==> src/rtl/assert_macros.svh <==
// Assertion macros shared by the RTL of the slot allocator.
// Every macro samples on clk_i and is switched off while rst_ni is low.
`ifndef ASSERT_MACROS_SVH
`define ASSERT_MACROS_SVH

// The property must hold at every clock edge out of reset.
`define ASSERT_ALWAYS(name, prop, msg) \
  name: assert property (@(posedge clk_i) disable iff (!rst_ni) (prop)) \
    else $error(msg);

// When the antecedent holds, the consequent must hold in the same cycle.
`define ASSERT_IMPLIES(name, ante, cons, msg) \
  name: assert property (@(posedge clk_i) disable iff (!rst_ni) (ante) |-> (cons)) \
    else $error(msg);

`endif

==> src/rtl/nfsa_pkg.sv <==
// Package of the nearest free slot allocator: field widths, command and
// status codes, and the packed item types of both channels. No dependencies.
package nfsa_pkg;

  localparam int unsigned KEY_W   = 64;
  localparam int unsigned LABEL_W = 16;
  localparam int unsigned COST_W  = 16;

  typedef enum logic [1:0] {
    KIND_ADD     = 2'd0,
    KIND_ALLOC   = 2'd1,
    KIND_RELEASE = 2'd2,
    KIND_LOOKUP  = 2'd3
  } cmd_kind_e;

  typedef enum logic [1:0] {
    ST_OK        = 2'd0,
    ST_NO_FREE   = 2'd1,
    ST_NOT_FOUND = 2'd2,
    ST_FULL      = 2'd3
  } rsp_status_e;

  typedef struct packed {
    cmd_kind_e            kind;
    logic [LABEL_W-1:0]   slot_label;
    logic [COST_W-1:0]    slot_cost;
    logic [KEY_W-1:0]     owner_key;
  } nfsa_cmd_t;

  typedef struct packed {
    rsp_status_e          status;
    logic [LABEL_W-1:0]   found_label;
    logic [COST_W-1:0]    found_cost;
  } nfsa_rsp_t;

endpackage

==> src/rtl/nfsa_ram.sv <==
// Generic simple dual-port RAM with one write port and one registered read port.
// Standalone; used for the slot table and the key list of the allocator.
module nfsa_ram #(
  parameter int unsigned WIDTH = 32,
  parameter int unsigned DEPTH = 16
) (
  input  logic                     clk_i,
  input  logic                     we_i,
  input  logic [$clog2(DEPTH)-1:0] waddr_i,
  input  logic [WIDTH-1:0]         wdata_i,
  input  logic [$clog2(DEPTH)-1:0] raddr_i,
  output logic [WIDTH-1:0]         rdata_o
);

  logic [WIDTH-1:0] mem_q [DEPTH];
  logic [WIDTH-1:0] rdata_q;

  // Write port.
  always_ff @(posedge clk_i) begin
    if (we_i) begin
      mem_q[waddr_i] <= wdata_i;
    end
  end

  // Registered read port.
  always_ff @(posedge clk_i) begin
    rdata_q <= mem_q[raddr_i];
  end

  assign rdata_o = rdata_q;

endmodule

==> src/rtl/nearest_free_slot_allocator.sv <==
// Top level of the nearest free slot allocator: command sequencer, busy flags,
// one compare unit shared by all scans. Depends on nfsa_pkg, nfsa_ram and assert_macros.svh.
//
//   Channel | Direction | Handshake                 | Item type
//   --------+-----------+---------------------------+-----------
//   in      | input     | in_valid_i / in_ready_o   | nfsa_cmd_t
//   out     | output    | out_valid_o / out_ready_i | nfsa_rsp_t
//
// One command is worked at a time; in_ready_o is high only while the sequencer is idle.
// Add needs no scan; allocate walks the defined slots, look up walks the key list up to
// the matching entry, and release walks the whole key list, shifting the later entries down.
// The walks come from the single read port of each RAM, which the compare unit walks one entry a cycle.
// A finished item waits in the output register, so a new command is taken while it stalls.
// Reset clears the counts and busy flags at once; the RAM contents need no clearing.
`include "assert_macros.svh"

module nearest_free_slot_allocator import nfsa_pkg::*; #(
  parameter int unsigned SLOT_COUNT = 16
) (
  input  logic      clk_i,
  input  logic      rst_ni,
  input  logic      in_valid_i,
  output logic      in_ready_o,
  input  nfsa_cmd_t in_data_i,
  output logic      out_valid_o,
  input  logic      out_ready_i,
  output nfsa_rsp_t out_data_o
);

  localparam int unsigned IDX_W  = $clog2(SLOT_COUNT);
  localparam int unsigned CNT_W  = $clog2(SLOT_COUNT + 1);
  localparam int unsigned SLOT_W = LABEL_W + COST_W;
  localparam int unsigned KENT_W = KEY_W + IDX_W;

  typedef enum logic [6:0] {
    S_IDLE      = 7'b0000001,
    S_SCAN_SLOT = 7'b0000010,
    S_SCAN_KEY  = 7'b0000100,
    S_READ_SLOT = 7'b0001000,
    S_SLOT_DATA = 7'b0010000,
    S_SHIFT     = 7'b0100000,
    S_RESP      = 7'b1000000
  } state_e;

  state_e                  state_q, state_d;
  logic [CNT_W-1:0]        ptr_q, ptr_d;
  logic                    chk_vld_q, chk_vld_d;
  logic [IDX_W-1:0]        chk_idx_q, chk_idx_d;
  logic                    have_q, have_d;
  logic [CNT_W-1:0]        slots_q, slots_d;
  logic [CNT_W-1:0]        keys_q, keys_d;
  logic [SLOT_COUNT-1:0]   busy_q, busy_d;
  logic                    out_valid_q, out_valid_d;

  logic [IDX_W-1:0]        best_idx_q, best_idx_d;
  logic [LABEL_W-1:0]      best_label_q, best_label_d;
  logic [COST_W-1:0]       best_cost_q, best_cost_d;
  logic [IDX_W-1:0]        pos_q, pos_d;
  logic [IDX_W-1:0]        sel_q, sel_d;
  nfsa_cmd_t               cmd_q, cmd_d;
  nfsa_rsp_t               res_q, res_d;
  nfsa_rsp_t               out_q, out_d;

  logic                    issue;
  logic                    slot_we;
  logic [IDX_W-1:0]        slot_waddr, slot_raddr;
  logic [SLOT_W-1:0]       slot_wdata, slot_rdata;
  logic                    key_we;
  logic [IDX_W-1:0]        key_waddr, key_raddr;
  logic [KENT_W-1:0]       key_wdata, key_rdata;

  logic [LABEL_W-1:0]      rd_label;
  logic [COST_W-1:0]       rd_cost;
  logic [KEY_W-1:0]        rd_key;
  logic [IDX_W-1:0]        rd_slot;

  assign rd_label = slot_rdata[SLOT_W-1:COST_W];
  assign rd_cost  = slot_rdata[COST_W-1:0];
  assign rd_key   = key_rdata[KENT_W-1:IDX_W];
  assign rd_slot  = key_rdata[IDX_W-1:0];

  // Slot table: label and cost per slot.
  nfsa_ram #(
    .WIDTH (SLOT_W),
    .DEPTH (SLOT_COUNT)
  ) u_slot_ram (
    .clk_i   (clk_i),
    .we_i    (slot_we),
    .waddr_i (slot_waddr),
    .wdata_i (slot_wdata),
    .raddr_i (slot_raddr),
    .rdata_o (slot_rdata)
  );

  // Ordered key list: key and the slot it holds.
  nfsa_ram #(
    .WIDTH (KENT_W),
    .DEPTH (SLOT_COUNT)
  ) u_key_ram (
    .clk_i   (clk_i),
    .we_i    (key_we),
    .waddr_i (key_waddr),
    .wdata_i (key_wdata),
    .raddr_i (key_raddr),
    .rdata_o (key_rdata)
  );

  // Sequencer. Scans issue one RAM read per cycle; the compare unit looks at the
  // entry read in the previous cycle, tagged by chk_vld_q and chk_idx_q.
  always_comb begin
    state_d      = state_q;
    ptr_d        = ptr_q;
    chk_vld_d    = 1'b0;
    chk_idx_d    = ptr_q[IDX_W-1:0];
    have_d       = have_q;
    slots_d      = slots_q;
    keys_d       = keys_q;
    busy_d       = busy_q;
    out_valid_d  = out_valid_q;
    best_idx_d   = best_idx_q;
    best_label_d = best_label_q;
    best_cost_d  = best_cost_q;
    pos_d        = pos_q;
    sel_d        = sel_q;
    cmd_d        = cmd_q;
    res_d        = res_q;
    out_d        = out_q;
    issue        = 1'b0;
    slot_we      = 1'b0;
    slot_waddr   = slots_q[IDX_W-1:0];
    slot_wdata   = {in_data_i.slot_label, in_data_i.slot_cost};
    slot_raddr   = ptr_q[IDX_W-1:0];
    key_we       = 1'b0;
    key_waddr    = keys_q[IDX_W-1:0];
    key_wdata    = {cmd_q.owner_key, best_idx_q};
    key_raddr    = ptr_q[IDX_W-1:0];

    // The output register drains independently of the sequencer.
    if (out_valid_q && out_ready_i) begin
      out_valid_d = 1'b0;
    end

    unique case (state_q)
      S_IDLE: begin
        if (in_valid_i) begin
          cmd_d  = in_data_i;
          ptr_d  = '0;
          have_d = 1'b0;
          unique case (in_data_i.kind)
            KIND_ADD: begin
              if (slots_q == CNT_W'(SLOT_COUNT)) begin
                res_d = '{status: ST_FULL, found_label: '0, found_cost: '0};
              end else begin
                slot_we                        = 1'b1;
                busy_d[slots_q[IDX_W-1:0]]     = 1'b0;
                slots_d                        = slots_q + CNT_W'(1);
                res_d = '{status: ST_OK, found_label: '0, found_cost: '0};
              end
              state_d = S_RESP;
            end
            KIND_ALLOC: begin
              state_d = S_SCAN_SLOT;
            end
            KIND_RELEASE, KIND_LOOKUP: begin
              state_d = S_SCAN_KEY;
            end
            default: begin
              state_d = S_IDLE;
            end
          endcase
        end
      end

      // Least-cost search over the free defined slots; a strict compare keeps the lowest index on a tie.
      S_SCAN_SLOT: begin
        issue     = (ptr_q < slots_q);
        chk_vld_d = issue;
        if (issue) begin
          ptr_d = ptr_q + CNT_W'(1);
        end
        if (chk_vld_q && !busy_q[chk_idx_q] && (!have_q || rd_cost < best_cost_q)) begin
          have_d       = 1'b1;
          best_idx_d   = chk_idx_q;
          best_label_d = rd_label;
          best_cost_d  = rd_cost;
        end
        if (!issue && !chk_vld_q) begin
          if (have_q && keys_q < CNT_W'(SLOT_COUNT)) begin
            key_we             = 1'b1;
            busy_d[best_idx_q] = 1'b1;
            keys_d             = keys_q + CNT_W'(1);
            res_d = '{status: ST_OK, found_label: best_label_q, found_cost: best_cost_q};
          end else begin
            res_d = '{status: ST_NO_FREE, found_label: '0, found_cost: '0};
          end
          state_d = S_RESP;
        end
      end

      // Search for the earliest key entry that matches.
      S_SCAN_KEY: begin
        issue     = (ptr_q < keys_q);
        chk_vld_d = issue;
        if (issue) begin
          ptr_d = ptr_q + CNT_W'(1);
        end
        if (chk_vld_q && rd_key == cmd_q.owner_key) begin
          pos_d     = chk_idx_q;
          sel_d     = rd_slot;
          chk_vld_d = 1'b0;
          state_d   = S_READ_SLOT;
        end else if (!issue && !chk_vld_q) begin
          res_d   = '{status: ST_NOT_FOUND, found_label: '0, found_cost: '0};
          state_d = S_RESP;
        end
      end

      S_READ_SLOT: begin
        slot_raddr = sel_q;
        state_d    = S_SLOT_DATA;
      end

      // Look up reports the slot; release frees it and starts closing the gap.
      S_SLOT_DATA: begin
        if (cmd_q.kind == KIND_LOOKUP) begin
          res_d   = '{status: ST_OK, found_label: rd_label, found_cost: rd_cost};
          state_d = S_RESP;
        end else begin
          res_d         = '{status: ST_OK, found_label: rd_label, found_cost: '0};
          busy_d[sel_q] = 1'b0;
          ptr_d         = CNT_W'(pos_q) + CNT_W'(1);
          state_d       = S_SHIFT;
        end
      end

      // Move each later key entry down by one place, keeping the order.
      S_SHIFT: begin
        issue     = (ptr_q < keys_q);
        chk_vld_d = issue;
        if (issue) begin
          ptr_d = ptr_q + CNT_W'(1);
        end
        if (chk_vld_q) begin
          key_we    = 1'b1;
          key_waddr = chk_idx_q - IDX_W'(1);
          key_wdata = key_rdata;
        end
        if (!issue && !chk_vld_q) begin
          keys_d  = keys_q - CNT_W'(1);
          state_d = S_RESP;
        end
      end

      // Hand the result to the output register once it is free.
      S_RESP: begin
        if (!out_valid_q || out_ready_i) begin
          out_valid_d = 1'b1;
          out_d       = res_q;
          state_d     = S_IDLE;
        end
      end

      default: begin
        state_d = S_IDLE;
      end
    endcase
  end

  // Control registers.
  always_ff @(posedge clk_i or negedge rst_ni) begin
    if (!rst_ni) begin
      state_q     <= S_IDLE;
      ptr_q       <= '0;
      chk_vld_q   <= 1'b0;
      chk_idx_q   <= '0;
      have_q      <= 1'b0;
      slots_q     <= '0;
      keys_q      <= '0;
      busy_q      <= '0;
      out_valid_q <= 1'b0;
    end else begin
      state_q     <= state_d;
      ptr_q       <= ptr_d;
      chk_vld_q   <= chk_vld_d;
      chk_idx_q   <= chk_idx_d;
      have_q      <= have_d;
      slots_q     <= slots_d;
      keys_q      <= keys_d;
      busy_q      <= busy_d;
      out_valid_q <= out_valid_d;
    end
  end

  // Payload registers.
  always_ff @(posedge clk_i) begin
    best_idx_q   <= best_idx_d;
    best_label_q <= best_label_d;
    best_cost_q  <= best_cost_d;
    pos_q        <= pos_d;
    sel_q        <= sel_d;
    cmd_q        <= cmd_d;
    res_q        <= res_d;
    out_q        <= out_d;
  end

  assign in_ready_o  = (state_q == S_IDLE);
  assign out_valid_o = out_valid_q;
  assign out_data_o  = out_q;

  // Every key entry owns exactly one busy slot, so between commands the counts agree.
  `ASSERT_IMPLIES(a_busy_matches_keys, state_q == S_IDLE,
                  $countones(busy_q) == keys_q, "busy flags and key count disagree")
  // Keys can never outnumber the defined slots, nor the defined slots the table depth.
  `ASSERT_ALWAYS(a_keys_within_slots,
                 keys_q <= slots_q && slots_q <= CNT_W'(SLOT_COUNT),
                 "key or slot count out of range")
  // A pending compare only exists inside one of the scanning states.
  `ASSERT_IMPLIES(a_check_in_scan, chk_vld_q,
                  state_q == S_SCAN_SLOT || state_q == S_SCAN_KEY || state_q == S_SHIFT,
                  "compare pending outside a scan")

endmodule

==> config.mk <==
export PLATFORM = sky130hd
export DESIGN_NAME = nearest_free_slot_allocator
export DESIGN_NICKNAME = d
export VERILOG_FILES = /design/src/rtl/nfsa_pkg.sv /design/src/rtl/nfsa_ram.sv /design/src/rtl/nearest_free_slot_allocator.sv
export VERILOG_INCLUDE_DIRS = /design/src /design/src/rtl
export SDC_FILE = /design/constraint.sdc
export NUM_CORES = 2
export LEC_CHECK = 0
export BUFFER_PORTS_ARGS = -buffer_cell sky130_fd_sc_hd__buf_4
export CORE_MARGIN = 2
export CORE_UTILIZATION = 45
export DETAILED_ROUTE_END_ITERATION = 7
export PLACE_DENSITY = 0.68
export SLEW_MARGIN = 20
export SYNTH_ARGS = -nofsm -noshare
export SYNTH_HDL_FRONTEND = slang
export SYNTH_SLANG_ARGS = --single-unit
==> constraint.sdc <==
create_clock -name clk_i -period 12.56 [get_ports clk_i]
set_input_delay 1.256 -clock clk_i [delete_from_list [all_inputs] [get_ports clk_i]]
set_output_delay 1.256 -clock clk_i [all_outputs]
set_load 0.005 [all_outputs]
-- Yosys cells after proc, flatten, opt, wreduce, memory -nomap -nowiden
Memory sizes are Yosys's and may differ from the RTL's. A register that Yosys moved wholly into a read port is not among the register bits.
Cells that the tools add are included.
- $add $sub $neg: 6
- order comparisons: 11
- equality and inequality tests: 26
- multiplexer cells: 66
- bitwise gates (word level): 6
- reduce and logical (&&, ||, !) cells: 37
- operators with widths (kind ; number):
    $mux 34 ; 6
    $mux 68 ; 2
    $pmux 34 s4 ; 1
    $mux 16 ; 7
    $eq 64x64->1 ; 1
    $pmux 7 s7 ; 1
    $pmux 16 s3 ; 1
    $mux 7 ; 6
    $mux 5 ; 7
    $mux 33 ; 1
    $and 16x16->16 ; 2
    $not 16->16 ; 2
    $ne 2x2->1 const B ; 11
    $mux 1 ; 21
    $pmux 7 s3 ; 1
    $lt 4x5->1 const B ; 4
    $pmux 5 s4 ; 1
    $lt 16x16->1 ; 1
    $or 16x16->16 ; 1
    $add 5x1->5 const B ; 3
    $demux 1 s4 ; 3
    $ge 4x1->1 const B ; 3
    $mux 4 ; 3
    $logic_and 1x1->1 ; 10
    other kinds (34) ; 53
- register bits: 223
- bits in writable memories: 1600
- input port bits: 102
- word-level logic and storage cells: 176
- memories kept: 2
- memories (memory ; words ; bits a word ; read ports ; clocked after memory_dff ; wr ports ; line ; text):
    u_key_ram.mem_q ; 16 ; 68 ; 1 ; 1 ; 1 ; nfsa_ram.sv:15 ; logic [WIDTH-1:0] mem_q [DEPTH];
    u_slot_ram.mem_q ; 16 ; 32 ; 1 ; 1 ; 1 ; nfsa_ram.sv:15 ;

-- Logic depth before layout (Yosys ltp)
- depth after elaboration: 10
- depth in mapped cells: 12
- gate-level depth less buffers: 9

-- Cells and area by module
From an unflattened synthesis, not the netlist that was laid out.
- cell total of the unflattened synthesis: 3419
- area total of the unflattened synthesis: 72668.4 µm²
- modules (own cells, without submodules) (module ; instances ; cells an instance ; area each (µm²) ; sequential area each (µm²)):
    nfsa_ram at u_key_ram ; 1 ; 1750 ; 41980.3 ; 34032.6
    nfsa_ram at u_slot_ram ; 1 ; 838 ; 19835.3 ; 16015.4
    nearest_free_slot_allocator ; 1 ; 831 ; 10852.9 ; 6472.5

-- Least setup slack after synthesis
Ideal clock, no wire load.
- path kind: flip-flop to flip-flop
- start: register state_q[1]
- end: memory u_key_ram.mem_q[5][0] in the netlist's numbering, enable pin
- setup time: 0.494 ns
- data arrival time: 5.124 ns
- slack: 6.942 ns
- stages on the path, launching flop included: 10
- buffers on the path: 2
- cells stage by stage: dfrtp_1 -> or4_4 -> or3_1 -> clkbuf_1 -> inv_2 -> nand2_1 -> clkbuf_1 -> a21oi_1 -> a31oi_1 -> nor2_1
- longest elaborated chain between the ends: 4
- elaborated cells between the ends (all ways): 6
- ends and longest elaborated chain (item ; line ; text):
    start: declaration ; nearest_free_slot_allocator.sv:45 ; state_e state_q, state_d;
    start signal: assignment ; nearest_free_slot_allocator.sv:282 ; state_q <= state_d;
    $eq 7x6->1 / $eq 7x2->1 (equally long branches) ; nearest_free_slot_allocator.sv:143 ; unique case (state_q)
    $pmux 1 s2 ; nearest_free_slot_allocator.sv:143 ;
    $mux 1 ; nfsa_ram.sv:20 ; if (we_i) begin
    $mux 1 (not written as such) ; nfsa_ram.sv:21 ; mem_q[waddr_i] <= wdata_i;
    end: declaration ; nfsa_ram.sv:15 ;
Several ways; a longest one is shown, not always the timed one.

-- Worst setup path after layout
- start: register state_q[1]
- end: memory u_key_ram.mem_q[15][27] in the netlist's numbering, enable pin
Same word-level chain as after synthesis.

==> run_summary.xml <==
<?xml version="1.0" encoding="UTF-8"?>
<metrics>
  <group name="sta">
    <metric name="rsz0062_at_grt" unit="">false</metric>
    <metric name="min_clock_period_post_route" unit="ns">5.13</metric>
    <metric name="finalHoldViolations" unit="">0</metric>
    <metric name="timing.fmax" unit="MHz">195</metric>
    <metric name="setup-violations-final" unit="">0</metric>
    <metric name="setup_total_negative_slack" unit="ns">0</metric>
    <metric name="maxSlewViolCount" unit="">0</metric>
    <metric name="final_worst_path_cycle_share" unit="">0.409</metric>
    <metric name="max_slew_margin" unit="">0.200</metric>
    <metric name="finalClockSkew" unit="ns">0.0917</metric>
    <metric name="finalHoldWorstSlack" unit="ns">0.415</metric>
    <metric name="worst_slew_pin_slew" unit="ns">1.19</metric>
  </group>
  <group name="grt">
    <metric name="global_route.overflow_total" unit="">0</metric>
    <metric name="grt_pass1_wl" unit="um">252000</metric>
    <metric name="antenna_found_initial" unit="">13</metric>
    <metric name="groute.usage.overall" unit="">0.208</metric>
    <metric name="maximum_number_of_pins_on_one_net_before_global_route_repair" unit="">105</metric>
    <metric name="first_global_vias" unit="">36410</metric>
  </group>
  <group name="logic_synthesis">
    <metric name="synth.area.top_cells" unit="">edfxtp_1 (73%), mux4_2 (12%), dfxtp_1 (2.7%)</metric>
    <metric name="ys_top_cells_by_count" unit="">edfxtp_1 (1778), nand2_1 (414), mux4_2 (377), nand3_1 (160), clkbuf_1 (111)</metric>
    <metric name="synth.avg_cell_area" unit="um^2">19.3</metric>
    <metric name="synth_mux_area_frac" unit="">0.125</metric>
    <metric name="synth_top_cell_area_share" unit="">0.730</metric>
    <metric name="simple_gate_area_share_of_the_yosys_netlist" unit="">0.0495</metric>
    <metric name="synth_compound_gate_area_share" unit="">0.0269</metric>
    <metric name="synth_most_common_cell" unit="">edfxtp_1</metric>
    <metric name="synth_area_leader_cell" unit="">edfxtp_1</metric>
    <metric name="main_combinational_cell_family_by_area_after_synthesis" unit="">multiplexers</metric>
    <metric name="synth_warnings" unit="">0</metric>
    <metric name="netlist_instances" unit="">3791</metric>
    <metric name="synth.ff_latch_count" unit="">1923</metric>
    <metric name="synth_fp_nets" unit="">3926</metric>
    <metric name="synth-adder-area-share" unit="">0.00575</metric>
    <metric name="share_of_async_settable_or_async_resettable_flops_after_synthesis" unit="">0.0234</metric>
    <metric name="ys_dominant_reg_cell" unit="">edfxtp_1</metric>
    <metric name="synth-edff-count" unit="">1778</metric>
    <metric name="yosys.area_share.xor_xnor" unit="">0.00719</metric>
    <metric name="synth-seq-area-share" unit="">0.773</metric>
    <metric name="synth_area" unit="um^2">73100</metric>
    <metric name="synth.lib_cells_used.distinct" unit="">64</metric>
  </group>
  <group name="power">
    <metric name="power.static_leakage" unit="nW">26.5</metric>
    <metric name="p_per_area" unit="nW/um^2">198</metric>
    <metric name="power.ir.vdd_worst" unit="V">0.000158</metric>
  </group>
  <group name="clocking">
    <metric name="clk_path_buf_depth" unit="">3</metric>
    <metric name="clock_insertion_delay_worst_skew" unit="ns">0.85</metric>
    <metric name="post_cts_resized" unit="">0</metric>
    <metric name="cts.clk_slew.worst_paths" unit="ns">0.06</metric>
    <metric name="clock_tree_from_tritoncts" unit="">yes</metric>
    <metric name="clk_root_buf" unit="">clkbuf_16</metric>
    <metric name="htree_num_levels" unit="">4</metric>
    <metric name="clock_sink_count" unit="">1923</metric>
    <metric name="cts_hold_buffers" unit="">0</metric>
    <metric name="cts_made_buffers" unit="">188</metric>
    <metric name="cts.repair_timing.setup_buffer_count" unit="">0</metric>
  </group>
  <group name="drt">
    <metric name="drc_errors" unit="">0</metric>
    <metric name="number_of_vias_per_cell_after_detailed_routing" unit="">5.85</metric>
    <metric name="avgRoutedWirePerCell" unit="um">27.5</metric>
    <metric name="route.antenna.remaining_nets" unit="">0</metric>
    <metric name="detail_route.iter0.violations" unit="">4757</metric>
    <metric name="detail_route.first_pass.iterations" unit="">5</metric>
    <metric name="drt-total-wl" unit="um">174000</metric>
    <metric name="via_count" unit="">37103</metric>
  </group>
  <group name="setup_path">
    <metric name="worstPathMaxFanout" unit="">50</metric>
    <metric name="worstSetupStartpointType" unit="">flop</metric>
    <metric name="timing.critical_path.required" unit="ns">12.96</metric>
    <metric name="worst-setup-path-type" unit="">reg -&gt; reg</metric>
    <metric name="arrival_time_of_data_at_the_critical_path_endpoint" unit="ns">5.54</metric>
    <metric name="worst_setup_path_end_kind" unit="">flop</metric>
  </group>
  <group name="final_layout">
    <metric name="number_of_nets_in_the_layout" unit="">4151</metric>
    <metric name="post_synthesis_to_final_layout_area_growth" unit="%">14.0</metric>
    <metric name="layout-drive-gt1-share" unit="">0.239</metric>
  </group>
  <group name="floorplan">
    <metric name="boundaryPins" unit="">138</metric>
    <metric name="die_x" unit="um">407</metric>
    <metric name="die_area" unit="um^2">166000</metric>
    <metric name="core-area" unit="um^2">161000</metric>
    <metric name="die_h" unit="um">407</metric>
    <metric name="placement_rows" unit="">147</metric>
    <metric name="effective_utilization_at_floorplan" unit="">0.454</metric>
  </group>
  <group name="placement">
    <metric name="place_congestion" unit="">0.810</metric>
    <metric name="io_buffer_count" unit="">137</metric>
    <metric name="hpwl" unit="um">97300</metric>
  </group>
  <group name="worst_hold_path">
    <metric name="hold_class" unit="">reg -&gt; reg</metric>
  </group>
  <group name="run">
    <metric name="max_cap_violations" unit="">0</metric>
  </group>
  <group name="run_status">
    <metric name="status" unit="">finished, final reports clean</metric>
  </group>
</metrics>
-- worst max-delay path, stage by stage (launching register included) --
cell     delay, ns
dfrtp_1       0.45
or4_4         0.61
or3_1         0.45
inv_2         0.20
nand2_4       0.43
nor2_1        0.41
a21o_1        0.15
a32oi_1       0.32
nor2_4        0.63
buf_4         0.96
-- per-stage QoR --
step,cell area (um^2),std cells,worst slack (ns),utilization,total power [mW]
final,83300,6345,7.43,0.518,16.5
after global routing,83300,6343,7.22,0.518,17.1
after CTS,83300,6341,7.25,0.518,16.6
after detailed placement,77200,5985,7.33,0.479,11.1
after global placement,77200,5985,7.40,0.479,11.1
after floorplan,73100,3791,6.94,-,9.97
-- sequential cells by signal, indices dropped and copies added, names as in the netlist, 4 cells and up --
signal / cells
best_label_q: 16
chk_idx_q: 4
cmd_q: 66
best_idx_q: 4
sel_q: 4
keys_q: 5
u_slot_ram.mem_q: 512
ptr_q: 5
u_slot_ram.rdata_o: 32
res_q: 34
u_key_ram.rdata_o: 68
pos_q: 4
out_data_o: 34
u_key_ram.mem_q: 1088
state_q: 7
busy_q: 16
best_cost_q: 16
slots_q: 5
-- per-layer routing --
layer  share of wire  track usage  up-vias  routed length [um]
li1                -            -    15687                   -
met1            0.40        0.289    19367               69300
met2            0.48        0.330     1782               84100
met3           0.099       0.0541      253               17200
met4           0.021       0.0549       14                3660
met5         0.00050            0        -                  88
-- layout make-up --
class / count / area, um^2
fill: 12515 / 77600
sequential: 1923 / 56500
multi-input combinational: 1632 / 16100
clock buffer: 245 / 5000
tap: 2160 / 2700
timing repair buffer: 220 / 1700
clock inverter: 111 / 1140
inverter: 51 / 199
antenna: 3 / 7.51
-- path summary, 6_finish.rpt --
check / from / to / slack [ns] / cells past startpoint
setup / recovery: state_q[1] / u_key_ram.mem_q[15][27] / 7.43 / 9
hold / removal: res_q[8] / out_data_o[8] / 0.42 / 0
setup reg to reg: state_q[1] / u_key_ram.mem_q[15][27] / 7.43 / 9
hold reg to reg: res_q[8] / out_data_o[8] / 0.42 / 0
max in group asynchronous: rst_ni / ptr_q[3] / 11.62 / 1
min in group asynchronous: rst_ni / slots_q[0] / 0.44 / 1
-- placed cells by master, fill, tap and decap left out, types with 5 or more instances in the layout --
cell type and n:
clkinv_16 9, edfxtp_1 1778, nand2b_1 15, nor2_2 5, a31oi_1 72, nor4_1 13
bufinv_16 11, a21o_1 8, ha_1 32, nor2_1 42, nand2_1 413, mux4_2 377
nand3_1 160, inv_1 47, nor3_1 13, nand4_1 47, and3_1 9, clkbuf_1 49
nor2_4 30, a211oi_1 25, clkbuf_8 8, nor3_2 5, inv_16 6, buf_4 217
a22o_1 33, dfrtp_1 41, clkinv_2 42, clkinv_1 31, dfxtp_1 100, o211ai_1 23
mux2_2 58, nor2b_1 16, clkinvlp_4 8, clkbuf_16 188, xor2_1 31, xnor2_1 29
o21ai_0 61, a21oi_1 45
-- report_power, final --
group / leakage, nW / total [mW] / internal (mW) / switching (mW)
Combinational: 6.09 / 2.97 / 1.25 / 1.72
Clock: 2.98 / 5.53 / 3.08 / 2.45
Sequential: 17.4 / 8.03 / 7.59 / 0.436
-- kinds of logic after synthesis --
family | after synthesis
flops | 1923
simple gates | 799
mux | 437
compound gates | 303
buf+inv | 236
xor+xnor | 60
fa+ha+maj | 33
Power figures use the tool's default switching activity.
